### config.mk
export PLATFORM = sky130hd
export DESIGN_NAME = time_sync_packet_deframer
export DESIGN_NICKNAME = d
export VERILOG_FILES = /design/src/rtl/tsd_pkg.sv /design/src/rtl/tsd_store.sv /design/src/rtl/tsd_framer.sv /design/src/rtl/tsd_readout.sv /design/src/rtl/time_sync_packet_deframer.sv
export SDC_FILE = /design/constraint.sdc
export NUM_CORES = 1
export LEC_CHECK = 0
export BUFFER_PORTS_ARGS = -buffer_cell sky130_fd_sc_hd__buf_2
export CORE_AREA = 2 2 299 301
export DETAILED_ROUTE_END_ITERATION = 16
export DIE_AREA = 0 0 301 303
export GPL_TIMING_DRIVEN = 0
export HOLD_SLACK_MARGIN = 0.02
export SETUP_SLACK_MARGIN = 0.05
export SLEW_MARGIN = 20
export SYNTH_ARGS = -nofsm -noshare
export SYNTH_HDL_FRONTEND = slang
export SYNTH_HIERARCHICAL = 1
export SYNTH_SLANG_ARGS = --single-unit
### constraint.sdc
create_clock -name aclk -period 13.7 [get_ports aclk]
set_clock_uncertainty 0.2 [all_clocks]
set_input_delay 2.74 -clock aclk [delete_from_list [all_inputs] [get_ports aclk]]
set_output_delay 2.74 -clock aclk [all_outputs]
set_load 0.02 [all_outputs]
### src/rtl/tsd_pkg.sv
// Shared constants, types and codes of the time sync packet deframer.
package tsd_pkg;

    localparam int BUF_BYTES = 64;
    localparam int NAME_MAX  = 63;
    localparam int BUF_AW    = $clog2(BUF_BYTES);
    localparam int CNT_W     = BUF_AW + 1;
    localparam int EXP_W     = 10;

    localparam logic [7:0] MAGIC_BYTE = 8'hAA;
    localparam logic [7:0] OP_REQUEST = 8'h01;
    localparam logic [7:0] OP_OFFSET  = 8'h03;
    localparam logic [7:0] OP_NAME    = 8'h04;
    localparam logic [7:0] OP_START   = 8'h05;

    localparam int LEN_REQUEST   = 11;
    localparam int LEN_OFFSET    = 10;
    localparam int LEN_NAME_HEAD = 3;
    localparam int LEN_START     = 14;

    typedef enum logic [2:0] {
        KIND_SYNC   = 3'd0,
        KIND_OFFSET = 3'd1,
        KIND_NAME   = 3'd2,
        KIND_REJECT = 3'd3,
        KIND_START  = 3'd4
    } kind_t;

    typedef enum logic [1:0] {
        RS_IDLE,
        RS_READ,
        RS_CAPTURE,
        RS_EMIT
    } rd_state_t;

    typedef struct packed {
        logic        valid;
        logic [7:0]  op;
        logic [7:0]  len;
        logic [62:0] now;
    } pkt_done_t;

endpackage

### src/rtl/tsd_store.sv
// Packet byte store: one write port, one read port with registered data.
module tsd_store (
    input  logic                      aclk,
    input  logic                      wr_en,
    input  logic [tsd_pkg::BUF_AW-1:0] wr_addr,
    input  logic [7:0]                wr_data,
    input  logic                      rd_en,
    input  logic [tsd_pkg::BUF_AW-1:0] rd_addr,
    output logic [7:0]                rd_data
);
    import tsd_pkg::*;

    logic [7:0] mem [BUF_BYTES];
    logic [7:0] rd_data_reg;

    always_ff @(posedge aclk) begin
        if (wr_en) begin
            mem[wr_addr] <= wr_data;
        end
        if (rd_en) begin
            rd_data_reg <= mem[rd_addr];
        end
    end

    assign rd_data = rd_data_reg;

endmodule

### src/rtl/tsd_framer.sv
// Byte hunt and packet length tracking; flags a completed packet.
module tsd_framer (
    input  logic                       aclk,
    input  logic                       aresetn,
    input  logic                       accept,
    input  logic [7:0]                 rx_byte,
    input  logic [62:0]                now_us,
    output logic                       wr_en,
    output logic [tsd_pkg::BUF_AW-1:0] wr_addr,
    output logic [7:0]                 wr_data,
    output tsd_pkg::pkt_done_t         done
);
    import tsd_pkg::*;

    logic [CNT_W-1:0] count_reg, count_next;
    logic [7:0]       op_reg, op_next;
    logic [7:0]       len_reg, len_next;
    logic [CNT_W-1:0] cnt_inc;
    logic [EXP_W-1:0] expected;
    logic             known;
    logic             take;

    always_comb begin
        count_next = count_reg;
        op_next    = op_reg;
        len_next   = len_reg;
        done       = '0;
        done.now   = now_us;
        cnt_inc    = count_reg + CNT_W'(1);
        expected   = '0;
        known      = 1'b1;
        take       = accept && !((count_reg == '0) && (rx_byte != MAGIC_BYTE));
        if (count_reg == CNT_W'(1)) begin
            op_next = rx_byte;
        end
        if (count_reg == CNT_W'(2)) begin
            len_next = rx_byte;
        end
        done.op  = op_next;
        done.len = len_next;
        if (take) begin
            count_next = cnt_inc;
            if (cnt_inc >= CNT_W'(2)) begin
                case (op_next)
                    OP_REQUEST: expected = EXP_W'(LEN_REQUEST);
                    OP_OFFSET:  expected = EXP_W'(LEN_OFFSET);
                    OP_START:   expected = EXP_W'(LEN_START);
                    OP_NAME: begin
                        // length byte not yet in: wait for it
                        if (cnt_inc < CNT_W'(LEN_NAME_HEAD)) begin
                            known = 1'b0;
                        end
                        expected = EXP_W'(LEN_NAME_HEAD) + EXP_W'(len_next);
                    end
                    default: begin
                        known      = 1'b0;
                        count_next = '0;
                    end
                endcase
                if (known) begin
                    if (expected > EXP_W'(BUF_BYTES)) begin
                        count_next = '0;
                    end else if (EXP_W'(cnt_inc) >= expected) begin
                        done.valid = 1'b1;
                        count_next = '0;
                    end
                end
            end
            if (count_next >= CNT_W'(BUF_BYTES)) begin
                count_next = '0;
            end
        end
    end

    assign wr_en   = take;
    assign wr_addr = count_reg[BUF_AW-1:0];
    assign wr_data = rx_byte;

    always_ff @(posedge aclk) begin
        if (!aresetn) begin
            count_reg <= '0;
        end else begin
            count_reg <= count_next;
        end
        op_reg  <= op_next;
        len_reg <= len_next;
    end

endmodule

### src/rtl/tsd_readout.sv
// Readout sequencer: reads a completed packet back and drives result records.
module tsd_readout (
    input  logic                       aclk,
    input  logic                       aresetn,
    input  tsd_pkg::pkt_done_t         done,
    output logic                       idle,
    output logic                       rd_en,
    output logic [tsd_pkg::BUF_AW-1:0] rd_addr,
    input  logic [7:0]                 rd_data,
    output logic                       m_valid,
    input  logic                       m_ready,
    output logic [2:0]                 m_kind,
    output logic [7:0]                 m_seq,
    output logic [63:0]                m_value_bits,
    output logic [62:0]                m_device_time,
    output logic [7:0]                 m_sensor_num,
    output logic [7:0]                 m_rate_index,
    output logic [7:0]                 m_storage_opts,
    output logic [7:0]                 m_name_char,
    output logic                       m_last
);
    import tsd_pkg::*;

    rd_state_t         state_reg, state_next;
    logic [BUF_AW-1:0] addr_reg, addr_next;
    logic [BUF_AW-1:0] last_reg, last_next;
    logic [7:0]        op_reg, op_next;
    kind_t             kind_reg, kind_next;
    logic [62:0]       now_reg, now_next;
    logic [7:0]        seq_reg, seq_next;
    logic [63:0]       val_reg, val_next;
    logic [7:0]        sens_reg, sens_next;
    logic [7:0]        rate_reg, rate_next;
    logic [7:0]        stor_reg, stor_next;
    logic [7:0]        char_reg, char_next;

    logic              m_valid_reg, m_valid_next;
    logic [2:0]        m_kind_reg, m_kind_next;
    logic [7:0]        m_seq_reg, m_seq_next;
    logic [63:0]       m_value_reg, m_value_next;
    logic [62:0]       m_dev_reg, m_dev_next;
    logic [7:0]        m_sens_reg, m_sens_next;
    logic [7:0]        m_rate_reg, m_rate_next;
    logic [7:0]        m_stor_reg, m_stor_next;
    logic [7:0]        m_char_reg, m_char_next;
    logic              m_last_reg, m_last_next;

    logic              out_free;
    logic              at_last;
    logic [BUF_AW-1:0] rel;
    kind_t             done_kind;

    assign out_free = !m_valid_reg || m_ready;
    assign at_last  = (addr_reg == last_reg);

    always_comb begin
        case (done.op)
            OP_REQUEST: done_kind = KIND_SYNC;
            OP_OFFSET:  done_kind = KIND_OFFSET;
            OP_START:   done_kind = KIND_START;
            default: begin
                if ((done.len == 8'd0) || (done.len > 8'(NAME_MAX))) begin
                    done_kind = KIND_REJECT;
                end else begin
                    done_kind = KIND_NAME;
                end
            end
        endcase
    end

    // next state
    always_comb begin
        state_next = state_reg;
        case (state_reg)
            RS_IDLE: begin
                if (done.valid) begin
                    state_next = (done_kind == KIND_REJECT) ? RS_EMIT : RS_READ;
                end
            end
            RS_READ: state_next = RS_CAPTURE;
            RS_CAPTURE: begin
                if ((kind_reg == KIND_NAME) || at_last) begin
                    state_next = RS_EMIT;
                end else begin
                    state_next = RS_READ;
                end
            end
            RS_EMIT: begin
                if (out_free) begin
                    if ((kind_reg == KIND_NAME) && !at_last) begin
                        state_next = RS_READ;
                    end else begin
                        state_next = RS_IDLE;
                    end
                end
            end
            default: state_next = RS_IDLE;
        endcase
    end

    // datapath and outputs
    always_comb begin
        addr_next    = addr_reg;
        last_next    = last_reg;
        op_next      = op_reg;
        kind_next    = kind_reg;
        now_next     = now_reg;
        seq_next     = seq_reg;
        val_next     = val_reg;
        sens_next    = sens_reg;
        rate_next    = rate_reg;
        stor_next    = stor_reg;
        char_next    = char_reg;
        m_valid_next = m_valid_reg && !m_ready;
        m_kind_next  = m_kind_reg;
        m_seq_next   = m_seq_reg;
        m_value_next = m_value_reg;
        m_dev_next   = m_dev_reg;
        m_sens_next  = m_sens_reg;
        m_rate_next  = m_rate_reg;
        m_stor_next  = m_stor_reg;
        m_char_next  = m_char_reg;
        m_last_next  = m_last_reg;
        rd_en        = 1'b0;
        rel          = '0;
        case (state_reg)
            RS_IDLE: begin
                if (done.valid) begin
                    op_next   = done.op;
                    kind_next = done_kind;
                    now_next  = done.now;
                    seq_next  = '0;
                    val_next  = '0;
                    sens_next = '0;
                    rate_next = '0;
                    stor_next = '0;
                    char_next = '0;
                    addr_next = BUF_AW'(2);
                    case (done.op)
                        OP_REQUEST: last_next = BUF_AW'(LEN_REQUEST - 1);
                        OP_OFFSET:  last_next = BUF_AW'(LEN_OFFSET - 1);
                        OP_START:   last_next = BUF_AW'(LEN_START - 1);
                        default: begin
                            addr_next = BUF_AW'(LEN_NAME_HEAD);
                            last_next = BUF_AW'(LEN_NAME_HEAD - 1) + BUF_AW'(done.len);
                        end
                    endcase
                end
            end
            RS_READ: rd_en = 1'b1;
            RS_CAPTURE: begin
                case (op_reg)
                    OP_REQUEST: begin
                        rel = addr_reg - BUF_AW'(3);
                        if (addr_reg == BUF_AW'(2)) begin
                            seq_next = rd_data;
                        end else begin
                            val_next[rel[2:0]*8 +: 8] = rd_data;
                        end
                    end
                    OP_OFFSET: begin
                        rel = addr_reg - BUF_AW'(2);
                        val_next[rel[2:0]*8 +: 8] = rd_data;
                    end
                    OP_START: begin
                        rel = addr_reg - BUF_AW'(6);
                        if (addr_reg == BUF_AW'(2)) begin
                            sens_next = rd_data;
                        end else if (addr_reg == BUF_AW'(3)) begin
                            rate_next = rd_data;
                        end else if (addr_reg == BUF_AW'(4)) begin
                            stor_next = rd_data;
                        end else if (addr_reg != BUF_AW'(5)) begin
                            val_next[rel[2:0]*8 +: 8] = rd_data;
                        end
                    end
                    default: char_next = rd_data;
                endcase
                if ((kind_reg != KIND_NAME) && !at_last) begin
                    addr_next = addr_reg + BUF_AW'(1);
                end
            end
            RS_EMIT: begin
                if (out_free) begin
                    m_valid_next = 1'b1;
                    m_kind_next  = kind_reg;
                    m_seq_next   = seq_reg;
                    m_value_next = val_reg;
                    m_dev_next   = (kind_reg == KIND_SYNC) ? now_reg : '0;
                    m_sens_next  = sens_reg;
                    m_rate_next  = rate_reg;
                    m_stor_next  = stor_reg;
                    m_char_next  = char_reg;
                    m_last_next  = (kind_reg != KIND_NAME) || at_last;
                    if ((kind_reg == KIND_NAME) && !at_last) begin
                        addr_next = addr_reg + BUF_AW'(1);
                    end
                end
            end
            default: ;
        endcase
    end

    always_ff @(posedge aclk) begin
        if (!aresetn) begin
            state_reg   <= RS_IDLE;
            m_valid_reg <= 1'b0;
        end else begin
            state_reg   <= state_next;
            m_valid_reg <= m_valid_next;
        end
        addr_reg    <= addr_next;
        last_reg    <= last_next;
        op_reg      <= op_next;
        kind_reg    <= kind_next;
        now_reg     <= now_next;
        seq_reg     <= seq_next;
        val_reg     <= val_next;
        sens_reg    <= sens_next;
        rate_reg    <= rate_next;
        stor_reg    <= stor_next;
        char_reg    <= char_next;
        m_kind_reg  <= m_kind_next;
        m_seq_reg   <= m_seq_next;
        m_value_reg <= m_value_next;
        m_dev_reg   <= m_dev_next;
        m_sens_reg  <= m_sens_next;
        m_rate_reg  <= m_rate_next;
        m_stor_reg  <= m_stor_next;
        m_char_reg  <= m_char_next;
        m_last_reg  <= m_last_next;
    end

    assign idle           = (state_reg == RS_IDLE);
    assign rd_addr        = addr_reg;
    assign m_valid        = m_valid_reg;
    assign m_kind         = m_kind_reg;
    assign m_seq          = m_seq_reg;
    assign m_value_bits   = m_value_reg;
    assign m_device_time  = m_dev_reg;
    assign m_sensor_num   = m_sens_reg;
    assign m_rate_index   = m_rate_reg;
    assign m_storage_opts = m_stor_reg;
    assign m_name_char    = m_char_reg;
    assign m_last         = m_last_reg;

endmodule

### src/rtl/time_sync_packet_deframer.sv
// While a packet fills, each accepted byte goes to the store; on completion the packet
// is read back, each byte through the read and capture states, to the output register.
// One byte per cycle is taken outside readout; a name goes out one character per read,
// capture and emit pass, set by the store's single read port and the output register.
// Reset (aresetn, synchronous, active low) clears the byte count, sequencer and output
// valid; the packet store is not cleared, only bytes of the current packet are read.
module time_sync_packet_deframer (
    input  logic        aclk,
    input  logic        aresetn,
    input  logic        s_valid,
    output logic        s_ready,
    input  logic [7:0]  s_rx_byte,
    input  logic [62:0] s_now_us,
    output logic        m_valid,
    input  logic        m_ready,
    output logic [2:0]  m_kind,
    output logic [7:0]  m_seq,
    output logic [63:0] m_value_bits,
    output logic [62:0] m_device_time,
    output logic [7:0]  m_sensor_num,
    output logic [7:0]  m_rate_index,
    output logic [7:0]  m_storage_opts,
    output logic [7:0]  m_name_char,
    output logic        m_last
);
    import tsd_pkg::*;

    logic              accept;
    logic              idle;
    logic              wr_en;
    logic [BUF_AW-1:0] wr_addr;
    logic [7:0]        wr_data;
    logic              rd_en;
    logic [BUF_AW-1:0] rd_addr;
    logic [7:0]        rd_data;
    pkt_done_t         done;

    // Take a byte transaction only while the sequencer is idle; this is the
    // interlock that keeps writes and readout reads of the store apart.
    assign s_ready = idle;
    assign accept  = s_valid && s_ready;

    // Hunt for the magic byte, store packet bytes, flag completion.
    tsd_framer u_framer (
        .aclk    (aclk),
        .aresetn (aresetn),
        .accept  (accept),
        .rx_byte (s_rx_byte),
        .now_us  (s_now_us),
        .wr_en   (wr_en),
        .wr_addr (wr_addr),
        .wr_data (wr_data),
        .done    (done)
    );

    // Packet byte memory with registered read data.
    tsd_store u_store (
        .aclk    (aclk),
        .wr_en   (wr_en),
        .wr_addr (wr_addr),
        .wr_data (wr_data),
        .rd_en   (rd_en),
        .rd_addr (rd_addr),
        .rd_data (rd_data)
    );

    // Read the completed packet back, assemble the record, drive results.
    tsd_readout u_readout (
        .aclk           (aclk),
        .aresetn        (aresetn),
        .done           (done),
        .idle           (idle),
        .rd_en          (rd_en),
        .rd_addr        (rd_addr),
        .rd_data        (rd_data),
        .m_valid        (m_valid),
        .m_ready        (m_ready),
        .m_kind         (m_kind),
        .m_seq          (m_seq),
        .m_value_bits   (m_value_bits),
        .m_device_time  (m_device_time),
        .m_sensor_num   (m_sensor_num),
        .m_rate_index   (m_rate_index),
        .m_storage_opts (m_storage_opts),
        .m_name_char    (m_name_char),
        .m_last         (m_last)
    );

    // A completed packet must close the input until readout ends.
    a_done_stalls: assert property (@(posedge aclk) disable iff (!aresetn)
        done.valid |=> !s_ready)
        else $error("input still open after packet completion");

    // The store is never written and read in the same cycle.
    a_no_overlap: assert property (@(posedge aclk) disable iff (!aresetn)
        rd_en |-> !wr_en)
        else $error("store write during readout");

    // Every record other than a name character is the last of its transaction.
    a_single_last: assert property (@(posedge aclk) disable iff (!aresetn)
        (m_valid && (m_kind != KIND_NAME)) |-> m_last)
        else $error("single record without last flag");

endmodule
* After elaboration in Yosys (flattened, before gate mapping)
Memories as Yosys holds them, arrays and structs flattened. A register that Yosys moved wholly into a read port is not among the register bits.
Index checks and enable logic that the tools add are counted.
** Storage, ports and cells
- Flip-flop bits (word level) :: 387
- RAM bits :: 512
- Input port bits :: 75
- Output and inout bits :: 173
- Word-level logic and storage cells :: 189
- Memories kept :: 1
** Memory list
- u_store.mem :: depth 64, width 8, read ports 1, clocked after Yosys merged registers in 1, wr ports 1, line tsd_store.sv:13 : logic [7:0] mem [BUF_BYTES];
** Cells by class
- $add $sub $neg :: 10
- Order comparisons :: 6
- Equal/unequal tests :: 39
- Shifts and indexed selects :: 6
- Multiplexer cells :: 69
- Reductions and logical operators :: 33
** Operators with widths (number)
- 64-bit two-way mux :: 6
- 64-bit bitwise mux :: 3
- 64-bit case mux with 3 select lines :: 1
- 8-bit by 34-bit variable shift with 64-bit output, first input constant :: 3
- 8-bit by 34-bit variable part select with 64-bit output :: 3
- 64-bit case mux with 2 select lines :: 1
- 8-bit two-way mux :: 14
- 6-bit negation with 34-bit output :: 3
- 8-bit case mux with 2 select lines :: 5
- 7-bit two-way mux :: 7
- 10-bit case mux with 4 select lines :: 1
- 6-bit case mux with 3 select lines :: 2
- 8-bit by 3-bit equality test with 1-bit output, second input constant :: 3
- 6-bit two-way mux :: 4
- 10-bit two-way mux :: 2
- 8-bit by 1-bit equality test with 1-bit output, second input constant :: 2
- 8-bit by 2-bit equality test with 1-bit output, second input constant :: 2
- 1-bit two-way mux :: 16
- 2-bit by 1-bit != test with 1-bit output, second input constant :: 7
- 6-bit by 2-bit equality test with 1-bit output, second input constant :: 2
- 3-bit != test, second input constant :: 4
- 7-bit by 10-bit greater-or-equal comparator with 1-bit output :: 1
- 10-bit by 7-bit > comparator with 1-bit output, second input constant :: 1
- 2-bit != test, second input constant :: 5
- 42 further kinds :: 65

* Longest topological paths before layout
- Depth after elaboration :: 14
- Mapped depth :: 17
- Gate-level depth less buffers :: 17

* Hierarchy
Netlist, hierarchy kept.
** By module, submodules not included
- tsd_store :: times used 1, cells an instance 972, area an instance 20270.7 um^2, seq. area each 15615.0 um^2
- tsd_readout :: times used 1, cells an instance 977, area an instance 15000.6 um^2, seq. area each 10900.5 um^2
- tsd_framer :: times used 1, cells an instance 290, area an instance 2322.2 um^2, seq. area each 460.4 um^2
- time_sync_packet_deframer :: times used 1, cells an instance 1, area an instance 6.3 um^2, seq. area each 0.0 um^2

* Worst setup path before layout
No wires, ideal clock.
- Path kind :: input -> register
- Start point :: in s_rx_byte[6]
- End point :: reg u_readout.val_reg[0] (enable)
- Library setup time :: 0.582 ns
- Arrival :: 10.162 ns
- Required time :: 12.918 ns
- Setup slack :: 2.756 ns
- Stages :: 12
- Buffers on the path :: 0
- Cell sequence :: or4_4 or3_2 o32ai_2 o211ai_1 ha_1 o211ai_1 o21a_1 o21ai_0 nand3_1 nor3_1 nand2_1 a211oi_1
** RTL lines
- start: declaration :: line time_sync_packet_deframer.sv:12 : input logic [7:0] s_rx_byte,
- end signal: assignment :: line tsd_readout.sv:218 : val_reg <= val_next;
- end: declaration :: line tsd_readout.sv:31 : logic [63:0] val_reg, val_next;

==> key figures <==
STA
  • Final max-slew violation count: 0
  • RSZ-0062 raised after global routing: no
  • Final setup viols: 0
  • Max Fclk: 127 MHz
  • Final Hold Viols: 0
  • Tightest Pin Transition: 1.18 ns
  • Slew headroom: 21.2%
  • Post-route clock period utilization: 57.6%
  • TNS Setup: 0 ns
  • Clock period minus worst slack: 7.88 ns

Clock network
  • Setup Fix Bufs, Post-CTS: 0
  • CTS clk-pin slew, worst paths: 0.06 ns
  • Clock net sink count: 907
  • Post-CTS Hold Buffers: 0
  • Clock root buffer master: clkbuf_16
  • Post-cts sizing count: 0
  • CTS buffer count: 95
  • CTS tree: done
  • Clk_lat worst skew: 0.68 ns
  • Clk buf depth: 3
  • CTS H-tree depth: 3

Logic synthesis
  • Register area share after synthesis: 71.7%
  • Post-Synthesis Cell Area: 37600 um^2
  • Largest cells by area after synthesis: edfxtp_1, mux4_2, mux2i_1, buf_4, and2_1
  • Count leader, synth: edfxtp_1
  • Synth Warn #: 6
  • Post-synth top cells: edfxtp_1, nor2_1, mux4_2
  • Share of flip-flops with an asynchronous set or reset: 0%
  • Mean Syn Cell Area: 16.8 um^2
  • Area share of the largest cell type after synthesis: 70.4%
  • Syn Inst Count: 2240
  • Synth area leader: edfxtp_1
  • Post-synth EDFFs: 881
  • Distinct cells, synth: 86
  • Ys flop type: edfxtp_1
  • Number of synthesized register bits: 907
  • Syn_nets: 2338

Cells and area
  • Storage element area: 27000 um^2
  • Ratio of cells with drive above 1 in the final layout: 24.2%
  • Largest register FFs: 512
  • Ant diodes: 0
  • Final net count: 2631
  • Area growth, synth to finish: 15.2%
  • Filler instances: 7390
  • Area of the multi-input gates: 9420 um^2
  • Final core occ: 49.2%

Floorplan
  • Die height: 303 um
  • I/O Pins: 248
  • Die span in x: 301 um
  • Initial Utilization: 42.7%
  • Core area: 88000 um^2
  • Die ar.: 91200 um^2
  • Row cnt: 109

Route
  • Detailed Routing Iterations Pass 1: 6
  • Avg Vias per Cell: 5.68
  • Number of DRC markers after the initial detailed-route iteration: 2257
  • Wire length per cell: 25.4 um
  • DRC viols: 0
  • Post-DRT Antenna Nets: 0
  • Vias: 21.5k
  • WL final: 96000 um

Global route
  • All-Layer GR Usage: 20.9%
  • Vias in the first global route: 21.2k
  • Remaining Overflow, GRT: 0
  • Pin count of the biggest net entering global routing: 65
  • Initial antenna violation count: 1
  • First-pass GRT wire length: 140000 um

Critical path
  • Crit-path max FO: 13
  • CP arrival: 8.06 ns
  • Startpoint types: input port
  • Crit Path Class: in -> reg
  • Critical Path Sink Type: flop
  • Worst Path Required: 13.88 ns

Placed design
  • HPWL after DPL: 65600 um
  • Final Wtd Congestion: 0.950
  • PortBufs: 183

Status
  • Status: finished clean

Power and ir drop
  • Max VDD drop: 0.113 mV
  • Leak: 14.6 nW
  • PwrDens: 131 nW/um^2

Hold path
  • Hold Crit Class: reg -> reg

Flow run
  • # Max-Cap Violations: 0
[per-stage QoR]
step	power, mW	instance area [um^2]	hold WS (ns)	cells	setup WS, ns
5_1_grt	5.82	43300	0.207	3776	5.56
3_5_place_dp	3.18	40200	0.205	3601	5.20
2_1_floorplan	3.15	37600	0.200	2240	2.76
3_3_place_gp	3.18	40000	0.201	3588	-0.512
4_1_cts	5.70	43300	0.213	3776	5.87
6_report	5.65	43300	0.213	3776	5.82
[power breakdown]
part / leakage, nW / internal (mW) / switching [mW]
registers: 8.10 / 3.04 / 0.00701
logic: 4.99 / 0.0277 / 0.0523
clock network: 1.49 / 1.44 / 1.09
[cell usage in the layout, fill, tap and decap left out, types with 14 or more instances in the layout]
cell         n
a21oi_1     27
a22o_1      28
a22oi_1     18
and2_1      99
buf_2      204
buf_4       89
clkbuf_1    81
clkbuf_16   95
clkinv_1    21
clkinv_2    18
dfxtp_1     26
edfxtp_1   881
ha_1        23
inv_1       25
mux2i_1     90
mux4_2     124
nand2_1     96
nand2b_1    21
nand3_1     50
nand4_1     15
nor2_1     142
nor2b_1     20
nor3_1      20
o21ai_0     44
o22a_1      22
o22ai_1     48
xnor2_1     15
xor2_1      14
[cell type report]
class / instances / share of cell area, %
Sequential cell: 907 / 62.3
Multi-Input combinational cell: 1119 / 21.7
Tap cell: 1165 / 3.36
Inverter: 28 / 0.248
Clock inverter: 65 / 1.60
Clock buffer: 110 / 5.62
Timing Repair Buffer: 196 / 2.55
Buffer: 186 / 2.61
[per-layer routing]
| metal | wire length [um] | GRT usage, % |
|---|---|---|
| met5 | 11 | 0 |
| met4 | 3110 | 6.98 |
| met3 | 7460 | 3.88 |
| met2 | 46900 | 34.8 |
| met1 | 38600 | 27.8 |
[path summary, 6_finish.rpt]
| check | depth (start not counted) | slack (ns) | startpoint | to |
|---|---|---|---|---|
| worst max-delay path | 19 | 5.82 | s_rx_byte[6] | u_readout/val_reg[54]$_SDFFCE_PN0P_ |
| worst min-delay path | 0 | 0.21 | u_readout/sens_reg[6]$_DFFE_PP_ | u_readout/m_sensor_num[6]$_DFFE_PP_ |
| worst max register to register | 20 | 7.42 | u_framer/count_reg[2]$_SDFFE_PN0P_ | u_readout/val_reg[54]$_SDFFCE_PN0P_ |
| worst min register to register | 0 | 0.21 | u_readout/sens_reg[6]$_DFFE_PP_ | u_readout/m_sensor_num[6]$_DFFE_PP_ |
[worst max-delay path: stages]
cell and delay [ns]:
buf_2 0.16, or4_4 0.56, or3_2 0.45, o32ai_2 0.43, inv_1 0.15, o22ai_1 0.26, ha_1 0.15, nand2b_1 0.11
a211oi_1 0.07, o21a_1 0.19, o21ai_0 0.42, nand3_1 0.14, nor3_1 0.63, nand2_1 0.36, a211oi_4 0.47, buf_6 0.23
buf_6 0.17, buf_6 0.19, buf_8 0.18
[cells by family (layout without fill, tap and decap cells)]
family / after synthesis / count (layout) / share of synthesized area (%)
adders and majority gates: 23 / 23 / 0.765
buffers and inverters: 214 / 585 / 3.29
DFF: 907 / 907 / 71.7
AOI/OAI and AO/OA: 284 / 284 / 5.45
and+or+nand+nor: 554 / 554 / 7.75
xor gates and xnor gates: 30 / 30 / 0.719
muxes: 228 / 228 / 10.3
(Power assumes the default switching activity.)
